<file path="config.mk">
export PLATFORM = sky130hd
export DESIGN_NAME = ttq_chain
export DESIGN_NICKNAME = d
export VERILOG_FILES = /design/src/rtl/ttq_pkg.sv /design/src/rtl/ttq_cell.sv /design/src/rtl/ttq_chain.sv
export SDC_FILE = /design/constraint.sdc
export NUM_CORES = 2
export LEC_CHECK = 0
export CAP_MARGIN = 0
export CORE_MARGIN = 1
export CORE_UTILIZATION = 25
export DETAILED_ROUTE_END_ITERATION = 10
export DONT_BUFFER_PORTS = 1
export PLACE_DENSITY = 0.39
export SYNTH_ARGS = -nofsm -noshare
export SYNTH_HDL_FRONTEND = slang
export SYNTH_SLANG_ARGS = --single-unit
</file>
<file path="constraint.sdc">
create_clock -name clk -period 12.94 [get_ports clk]
set_input_delay 2.588 -clock clk [delete_from_list [all_inputs] [get_ports clk]]
set_output_delay 2.588 -clock clk [all_outputs]
set_load 0.1 [all_outputs]
</file>
<file path="src/rtl/ttq_pkg.sv">
// ----------------------------------------------------------------------------
// ttq_pkg
// Types, codes and helpers shared by the timed task queue modules.
// ----------------------------------------------------------------------------
package ttq_pkg;

  localparam int TIME_WIDTH = 48;
  localparam int TASK_W     = 4;
  localparam int NUM_TASKS  = 16;
  localparam int PERIOD_W   = 32;
  localparam int MAX_OUT    = 16;
  localparam int PEND_AW    = $clog2(MAX_OUT);
  localparam int CNT_W      = PEND_AW + 1;

  localparam logic [31:0] IDLE_WAIT_RESET = 32'd5000000;

  // stream packing
  localparam int IN_TASK_LSB   = 0;
  localparam int IN_TIME_LSB   = TASK_W;
  localparam int IN_PER_LSB    = TASK_W + TIME_WIDTH;
  localparam int IN_DATA_RAW   = TASK_W + TIME_WIDTH + PERIOD_W;
  localparam int IN_DATA_W     = ((IN_DATA_RAW + 7) / 8) * 8;
  localparam int OUT_DATA_RAW  = TASK_W + TIME_WIDTH;
  localparam int OUT_DATA_W    = ((OUT_DATA_RAW + 7) / 8) * 8;

  // commands
  localparam logic [2:0] CMD_POST     = 3'd0;
  localparam logic [2:0] CMD_PERIODIC = 3'd1;
  localparam logic [2:0] CMD_CANCEL   = 3'd2;
  localparam logic [2:0] CMD_TICK     = 3'd3;
  localparam logic [2:0] CMD_STOP     = 3'd4;

  // result status
  localparam logic [2:0] ST_DUE       = 3'd0;
  localparam logic [2:0] ST_IDLE      = 3'd1;
  localparam logic [2:0] ST_CANCELLED = 3'd2;
  localparam logic [2:0] ST_NOT_FOUND = 3'd3;
  localparam logic [2:0] ST_POSTED    = 3'd4;
  localparam logic [2:0] ST_FULL      = 3'd5;
  localparam logic [2:0] ST_CLEARED   = 3'd6;

  localparam logic [TIME_WIDTH-1:0] TIME_MAX = '1;

  typedef enum logic [2:0] {
    OP_HOLD,
    OP_INSERT,
    OP_REMOVE,
    OP_POP,
    OP_CLEAR
  } chain_op_t;

  typedef struct packed {
    chain_op_t               op;
    logic [TASK_W-1:0]       id;
    logic [TIME_WIDTH-1:0]   due;
  } chain_ctl_t;

  typedef struct packed {
    logic                    valid;
    logic [TIME_WIDTH-1:0]   due;
    logic [TASK_W-1:0]       tid;
  } entry_t;

  // a + b, clamped at the largest time
  function automatic logic [TIME_WIDTH-1:0] sat_add(input logic [TIME_WIDTH-1:0] a,
                                                    input logic [PERIOD_W-1:0] b);
    logic [TIME_WIDTH:0] s;
    s = {1'b0, a} + {{(TIME_WIDTH + 1 - PERIOD_W){1'b0}}, b};
    return s[TIME_WIDTH] ? TIME_MAX : s[TIME_WIDTH-1:0];
  endfunction

  function automatic logic [OUT_DATA_W-1:0] pack_out(input logic [TASK_W-1:0] t,
                                                     input logic [TIME_WIDTH-1:0] tm);
    logic [OUT_DATA_W-1:0] d;
    d = '0;
    d[TASK_W-1:0] = t;
    d[TASK_W +: TIME_WIDTH] = tm;
    return d;
  endfunction

endpackage

</file>
<file path="src/rtl/ttq_cell.sv">
// ----------------------------------------------------------------------------
// ttq_cell
// One slot of the sorted queue; trades its entry with left or right neighbor.
// ----------------------------------------------------------------------------
module ttq_cell import ttq_pkg::*; (
  input  logic       clk,
  input  logic       rst,
  input  chain_ctl_t ctl,
  input  entry_t     prev_ent,
  input  logic       prev_lt,
  input  logic       prev_hit,
  input  entry_t     next_ent,
  output entry_t     ent,
  output logic       lt,
  output logic       hit
);

  logic                  valid;
  logic [TIME_WIDTH-1:0] due;
  logic [TASK_W-1:0]     tid;

  assign ent = '{valid: valid, due: due, tid: tid};

  // entries strictly earlier than the new one stay put on insert
  assign lt  = valid && (due < ctl.due);
  // removal point is at or left of this cell
  assign hit = prev_hit || (ctl.op == OP_REMOVE && valid && tid == ctl.id);

  always_ff @(posedge clk) begin
    unique case (ctl.op)
      OP_INSERT: begin
        if (!lt) begin
          if (prev_lt) begin
            due <= ctl.due;
            tid <= ctl.id;
          end else begin
            due <= prev_ent.due;
            tid <= prev_ent.tid;
          end
        end
      end
      OP_REMOVE, OP_POP: begin
        if (hit) begin
          due <= next_ent.due;
          tid <= next_ent.tid;
        end
      end
      default: ;
    endcase
  end

  always_ff @(posedge clk) begin
    if (rst) begin
      valid <= 1'b0;
    end else begin
      unique case (ctl.op)
        OP_INSERT: if (!lt) valid <= prev_lt || prev_ent.valid;
        OP_REMOVE, OP_POP: if (hit) valid <= next_ent.valid;
        OP_CLEAR: valid <= 1'b0;
        default: ;
      endcase
    end
  end

endmodule

</file>
<file path="src/rtl/ttq_chain.sv">
// ----------------------------------------------------------------------------
// ttq_chain
// Row of queue cells kept sorted by due time, head in cell 0.
// ----------------------------------------------------------------------------
module ttq_chain import ttq_pkg::*; #(
  parameter int QUEUE_DEPTH = 16
) (
  input  logic       clk,
  input  logic       rst,
  input  chain_ctl_t ctl,
  output entry_t     ents [QUEUE_DEPTH],
  output logic       found
);

  logic lt  [QUEUE_DEPTH];
  logic hit [QUEUE_DEPTH];

  for (genvar i = 0; i < QUEUE_DEPTH; i++) begin : g_cell
    entry_t p_ent;
    entry_t n_ent;
    logic   p_lt;
    logic   p_hit;

    if (i == 0) begin : g_head
      assign p_ent = '0;
      assign p_lt  = 1'b1;
      // popping the head acts as a removal found before cell 0
      assign p_hit = (ctl.op == OP_POP);
    end else begin : g_mid
      assign p_ent = ents[i-1];
      assign p_lt  = lt[i-1];
      assign p_hit = hit[i-1];
    end

    if (i == QUEUE_DEPTH - 1) begin : g_tail
      assign n_ent = '0;
    end else begin : g_body
      assign n_ent = ents[i+1];
    end

    ttq_cell u_cell (
      .clk      (clk),
      .rst      (rst),
      .ctl      (ctl),
      .prev_ent (p_ent),
      .prev_lt  (p_lt),
      .prev_hit (p_hit),
      .next_ent (n_ent),
      .ent      (ents[i]),
      .lt       (lt[i]),
      .hit      (hit[i])
    );
  end

  assign found = hit[QUEUE_DEPTH-1];

endmodule

</file>
; ---- After elaboration in Yosys (flattened, before gate mapping)
; Index checks and enable logic that the tools add are counted.
[word_totals]
regBits = 848
inputBits = 57
out_inout_bits = 849
elab_cells = 404
[op_classes]
n_lt_le_gt_ge = 16
eq_ne = 52
muxes = 174
reduce_logical = 114
[ops]
columns = operator, count
row1 = 48-bit two-way mux, 47
row2 = 48-bit one-hot mux with 2 select lines, 16
row3 = 48-bit < comparator, 16
row4 = 4-bit two-way mux, 47
row5 = 4-bit one-hot mux with 2 select lines, 16
row6 = 3-bit AND reduction, 32
row7 = 4-bit equality test, 16
row8 = 1-bit logical AND, 48
row9 = 1-bit one-hot mux with 3 select lines, 16
row10 = "2-bit inequality test, second input constant", 17
row11 = 1-bit two-way mux, 32
row12 = 1-bit logical OR, 31
row13 = "2-bit by 1-bit inequality test with 1-bit output, second input constant", 15
row14 = "3-bit by 2-bit equality test with 1-bit output, second input constant", 2
row15 = "3-bit by 1-bit equality test with 1-bit output, second input constant", 1
row16 = "3-bit equality test, second input constant", 1
row17 = 3-bit nonzero test, 1
row18 = 2-bit nonzero test, 1
row19 = 2-bit OR reduction, 1

; ---- Longest topological paths before layout
[depth]
word_depth = 21
mapped_depth = 15
depth_no_buf = 11

; ---- By module
; Synthesis repeated with hierarchy kept, for this count alone.
[unflattened]
cells_unflattened = 6705
area_unflattened_um2 = 63698.6
[by_module_without_submodules]
columns = mod, instances, cells_per_inst, area_per_inst_um2, seq_area_each_um2
row1 = ttq_cell (g_cell[0].u_cell ...), 15, 419, 3981.3, 1581.5
row2 = ttq_cell (g_cell[1].u_cell), 1, 417, 3962.6, 1581.5
row3 = ttq_chain, 1, 3, 16.3, 0.0

; ---- Least setup slack after synthesis
; No wires, ideal clock.
[synth_path]
kind = in2reg
start = input ctl[9] in the netlist's numbering
end = register g_cell[14].u_cell.due[0], enable pin
setup_time_ns = 0.540
arrival_ns = 9.100
t_required_ns = 12.400
slack_ns = 3.301
cell_stages = 13
n_path_buf = 4
path_cell_list = clkbuf_1 clkbuf_1 inv_1 ha_1 o21a_1 o21ai_0 a211o_1 a2111o_1 o2111ai_1 a21oi_1 buf_2 buf_2 a211oi_1
[synth_via]
elab_chain_len = 4
[synth_lines]
columns = element, line_no
row1 = start: declaration, ttq_chain.sv:10  ; input chain_ctl_t ctl,
row2 = 48-bit < comparator, ttq_cell.sv:25  ; assign lt = valid && (due < ctl.due);
row3 = 1-bit logical AND, ttq_cell.sv:25
row4 = 2-bit inequality test (no line), n/a
row5 = 3-bit AND reduction (no line), n/a
row6 = end signal: assignment, ttq_cell.sv:34  ; due <= ctl.due;
row7 = end signal: assignment, ttq_cell.sv:37  ; due <= prev_ent.due;
row8 = end signal: assignment, ttq_cell.sv:44  ; due <= next_ent.due;
row9 = end: declaration, ttq_cell.sv:19  ; logic [TIME_WIDTH-1:0] due;
; No other way between the ends.
; A chain may end at the register's enable or synchronous reset.

; ---- Worst setup path in the final report
[layout_path]
start = input ctl[27] in the netlist's numbering
end = register g_cell[9].u_cell.due[7], enable pin
[layout_via]
elab_chain_len = 4
[layout_lines]
columns = element, line_no
row1 = 48-bit < comparator, ttq_cell.sv:25
row2 = 1-bit logical AND, ttq_cell.sv:25
row3 = 2-bit inequality test (no line), n/a
row4 = 3-bit AND reduction (no line), n/a
row5 = end signal: assignment, ttq_cell.sv:34
row6 = end signal: assignment, ttq_cell.sv:37
row7 = end signal: assignment, ttq_cell.sv:44
row8 = end: declaration, ttq_cell.sv:19
; No other way between the ends.

==> run_results.csv <==
group,metric,value,unit
run_status,status,"complete, no violations",
setup_path,r2r_start,"g_cell[5].u_cell.due[15]",
yosys,ys_seq_area_share,41.3,%
timing,rsz0062_at_grt,"false",
clock_network,tritoncts,"done",
yosys,synth_edf_count,832,
floorplan,die-area,0.247,mm^2
setup_path,critPathMaxFanout,39,
setup_path,timing.rr.end,"g_cell[5].u_cell.due[1]",
yosys,syn_area_per_cell,9.98,um^2
cells_and_area,drive_above_1_share,13.9,%
yosys,synth_top_cell_by_area,"edfxtp_1",
timing,clock.fmax,0.118,GHz
detailed_routing,route.detailed.drc,0,
detailed_routing,drtIter0Drc,5884,
yosys,synth-seq-cells,848,
placed_design,port_buffers,0,
clock_network,cts_setup_buffers,0,
power_and_ir_drop,ir_worst_vdd,0.119,mV
clock_network,cts_made_buffers,115,
timing,hold_violations,0,
min_path,holdPathStages,2,
clock_network,cts_resized,0,
floorplan,core_area,0.243,mm^2
clock_network,clock-sinks,848,
yosys,synthArstFlopShare,0,%
detailed_routing,antenna_left,0,
cells_and_area,layout.nets,7222,
clock_network,cts_root_buf,"clkbuf_16",
timing,setup_viol,0,
detailed_routing,wl,352000,um
cells_and_area,fillerInstances,25300,
timing,finalWorstPathRequiredPeriod,8460,ps
yosys,synth_area_leaders,"edfxtp_1, ha_1, mux2i_1",
cells_and_area,multi_input_area,0.0341,mm^2
clock_network,clockBufferDepth,3,
detailed_routing,routed-via-count,53800,
yosys,synth_warnings,0,
clock_network,ctsHtreeMaxLevel,3,
floorplan,ioPinCount,906,
yosys,ys.flop_type,"edfxtp_1",
min_path,hp-class,"reg2reg",
timing,skew,52.3,ps
timing,final.setup.tns,0,ps
clock_network,clk_pin_slew,60,ps
yosys,synth_commonest_cells,"edfxtp_1, ha_1, nand2_1",
setup_path,reg2reg_setup_slack,6160,ps
global_route,grt_max_degree,237,
yosys,syn-num-nets,6944,
floorplan,die_x,497,um
yosys,syn_area,0.0612,mm^2
global_route,antenna_found_initial,22,
yosys,synth_top_cell_area_share,40.8,%
timing,slew_viol_final,0,
detailed_routing,first_pass_iters,5,
floorplan,start_util,25.2,%
global_route,grt_pass1_vias,51100,
cells_and_area,area_delta_synth_final,17.8,%
clock_network,hold_buffers,0,
floorplan,fp.dieH,497,um
global_route,overflow,0,
global_route,grt_usage,27.6,%
detailed_routing,wl_per_cell,36.2,um
power_and_ir_drop,p_leak,29.0,nW
min_path,hp-start,"g_cell[4].u_cell.due[41]",
setup_path,worstPathRequired,13360,ps
timing,worst_pin_slew,1380,ps
setup_path,crit_path_start_kind,"input port",
placed_design,dp_hpwl,263000,um
timing,hold_ws,690,ps
cells_and_area,seqCellArea,0.0253,mm^2
setup_path,arrival,8880,ps
yosys,syn_inst,6135,
floorplan,rows,181,
power_and_ir_drop,power.density,142,mW/mm^2
yosys,synth_cell_types,71,
setup_path,reg2reg_depth,10,
yosys,synth_most_common_cell,"edfxtp_1",
detailed_routing,via_per_inst,5.54,
timing,relSlewSlack,7.74,%
setup_path,end_kind,"register",
flow_run,cap_viol_max_count,0,
setup_path,setup.worst_path.class,"in2reg",
timing,period_share,65.4,%
placed_design,gp_congestion,0.898,
min_path,whs_endpoint,"g_cell[3].u_cell.due[41]",
clock_network,worstSkewPairLatency,830,ps
global_route,grt_pass1_wl,472000,um
[registers in the layout, summed over array words and instances (netlist names)]
| register | flops |
|---|---|
| g_cell.u_cell.due | 768 |
| g_cell.u_cell.tid | 64 |
| g_cell.u_cell.valid | 16 |
[worst max-delay path by stage]
stage             from                  endpoint  cells after the start
3_5_place_dp   ctl[27]  g_cell[9].u_cell.due[11]                     14
6_report       ctl[27]   g_cell[9].u_cell.due[7]                     14
2_1_floorplan   ctl[9]  g_cell[14].u_cell.due[0]                     13
4_1_cts        ctl[27]  g_cell[9].u_cell.due[34]                     14
5_1_grt        ctl[27]   g_cell[9].u_cell.due[7]                     14
3_3_place_gp   ctl[27]  g_cell[9].u_cell.due[11]                     14
[routing by layer]
layer	share of wire, %	up-vias	track usage [%]	routed length [um]
li1	-	23800	-	-
met1	41	27100	35.1	146000
met2	44	2464	43.2	156000
met3	9.5	425	8.25	33500
met4	4.6	4	11.4	16000
met5	0.0091	-	0	32
[metrics by stage]
stage	cell area (um^2)	setup WS [ps]	std cells	power [mW]	utilization, %
global route	72100	4330	9718	10.6	29.7
detailed placement	68300	3440	9498	6.89	28.1
global placement	68300	3460	9495	6.86	28.1
CTS	72100	4320	9717	10.3	29.7
floorplan	61200	3300	6135	5.92	-
finish	72100	4480	9719	10.2	29.7
[final cells by class]
cell class | count | area share [%]
multi-input cells | 4761 | 47.3
clock inverters | 82 | 1.13
inverters | 78 | 0.406
clock buffers | 137 | 4.13
repair buffers | 609 | 6.37
flip-flops and latches | 848 | 35.1
well taps | 3202 | 5.55
diodes | 2 | 0.00694
[power breakdown]
group,leakage [nW],switching [mW],total (mW),internal (mW)
combinational,19.2,2.02,2.70,0.681
sequential,8.01,0.839,4.15,3.31
clock,1.85,1.48,3.38,1.90
total,29.0,4.33,10.2,5.90
[worst max-delay path: stages]
cell and delay, ps:
inv_1 640, ha_1 290, nand3_1 80, or3_1 450, nor3_1 730, nand2_1 350, a31oi_1 850, o32ai_1 330
buf_4 240, a21oi_4 130, buf_4 740, nor2_1 180, nor3_2 370, buf_4 760
[cell families (layout without fill, tap and decap cells)]
family                     Yosys count  in the layout  share of synthesized area [%]
and+or+nand+nor                   1703           1703                           12.5
AOI/OAI and AO/OA                 1586           1586                           15.6
DFF                                848            848                           41.3
other                                0              2                              0
muxes                              657            657                           10.8
xor gates and xnor gates            63             63                          0.901
buffers and inverters              526            906                           3.55
adders and majority gates          752            752                           15.4
[layout by cell type, fill, tap and decap left out, types with 27 or more instances in the layout]
| cell | synthesis | routed |
|---|---|---|
| edfxtp_1 | 832 | 832 |
| ha_1 | 752 | 752 |
| nand2_1 | 672 | 669 |
| mux2i_1 | 652 | 652 |
| o21ai_0 | 620 | 616 |
| buf_4 | 22 | 607 |
| nor2_1 | 478 | 476 |
| a21oi_1 | 408 | 401 |
| nor3_1 | 146 | 140 |
| a21o_1 | 128 | 128 |
| nand4_1 | 123 | 123 |
| clkbuf_16 | 0 | 116 |
| inv_1 | 78 | 78 |
| nand3_1 | 65 | 64 |
| nor3b_1 | 57 | 57 |
| o22ai_1 | 56 | 56 |
| o221a_2 | 55 | 55 |
| o31ai_1 | 55 | 53 |
| o211ai_1 | 49 | 49 |
| a211oi_1 | 51 | 48 |
| nor2b_1 | 45 | 44 |
| xnor2_1 | 33 | 33 |
| o21a_1 | 33 | 31 |
| xor2_1 | 30 | 30 |
| clkinv_2 | 0 | 27 |
(Power assumes the default switching activity.)
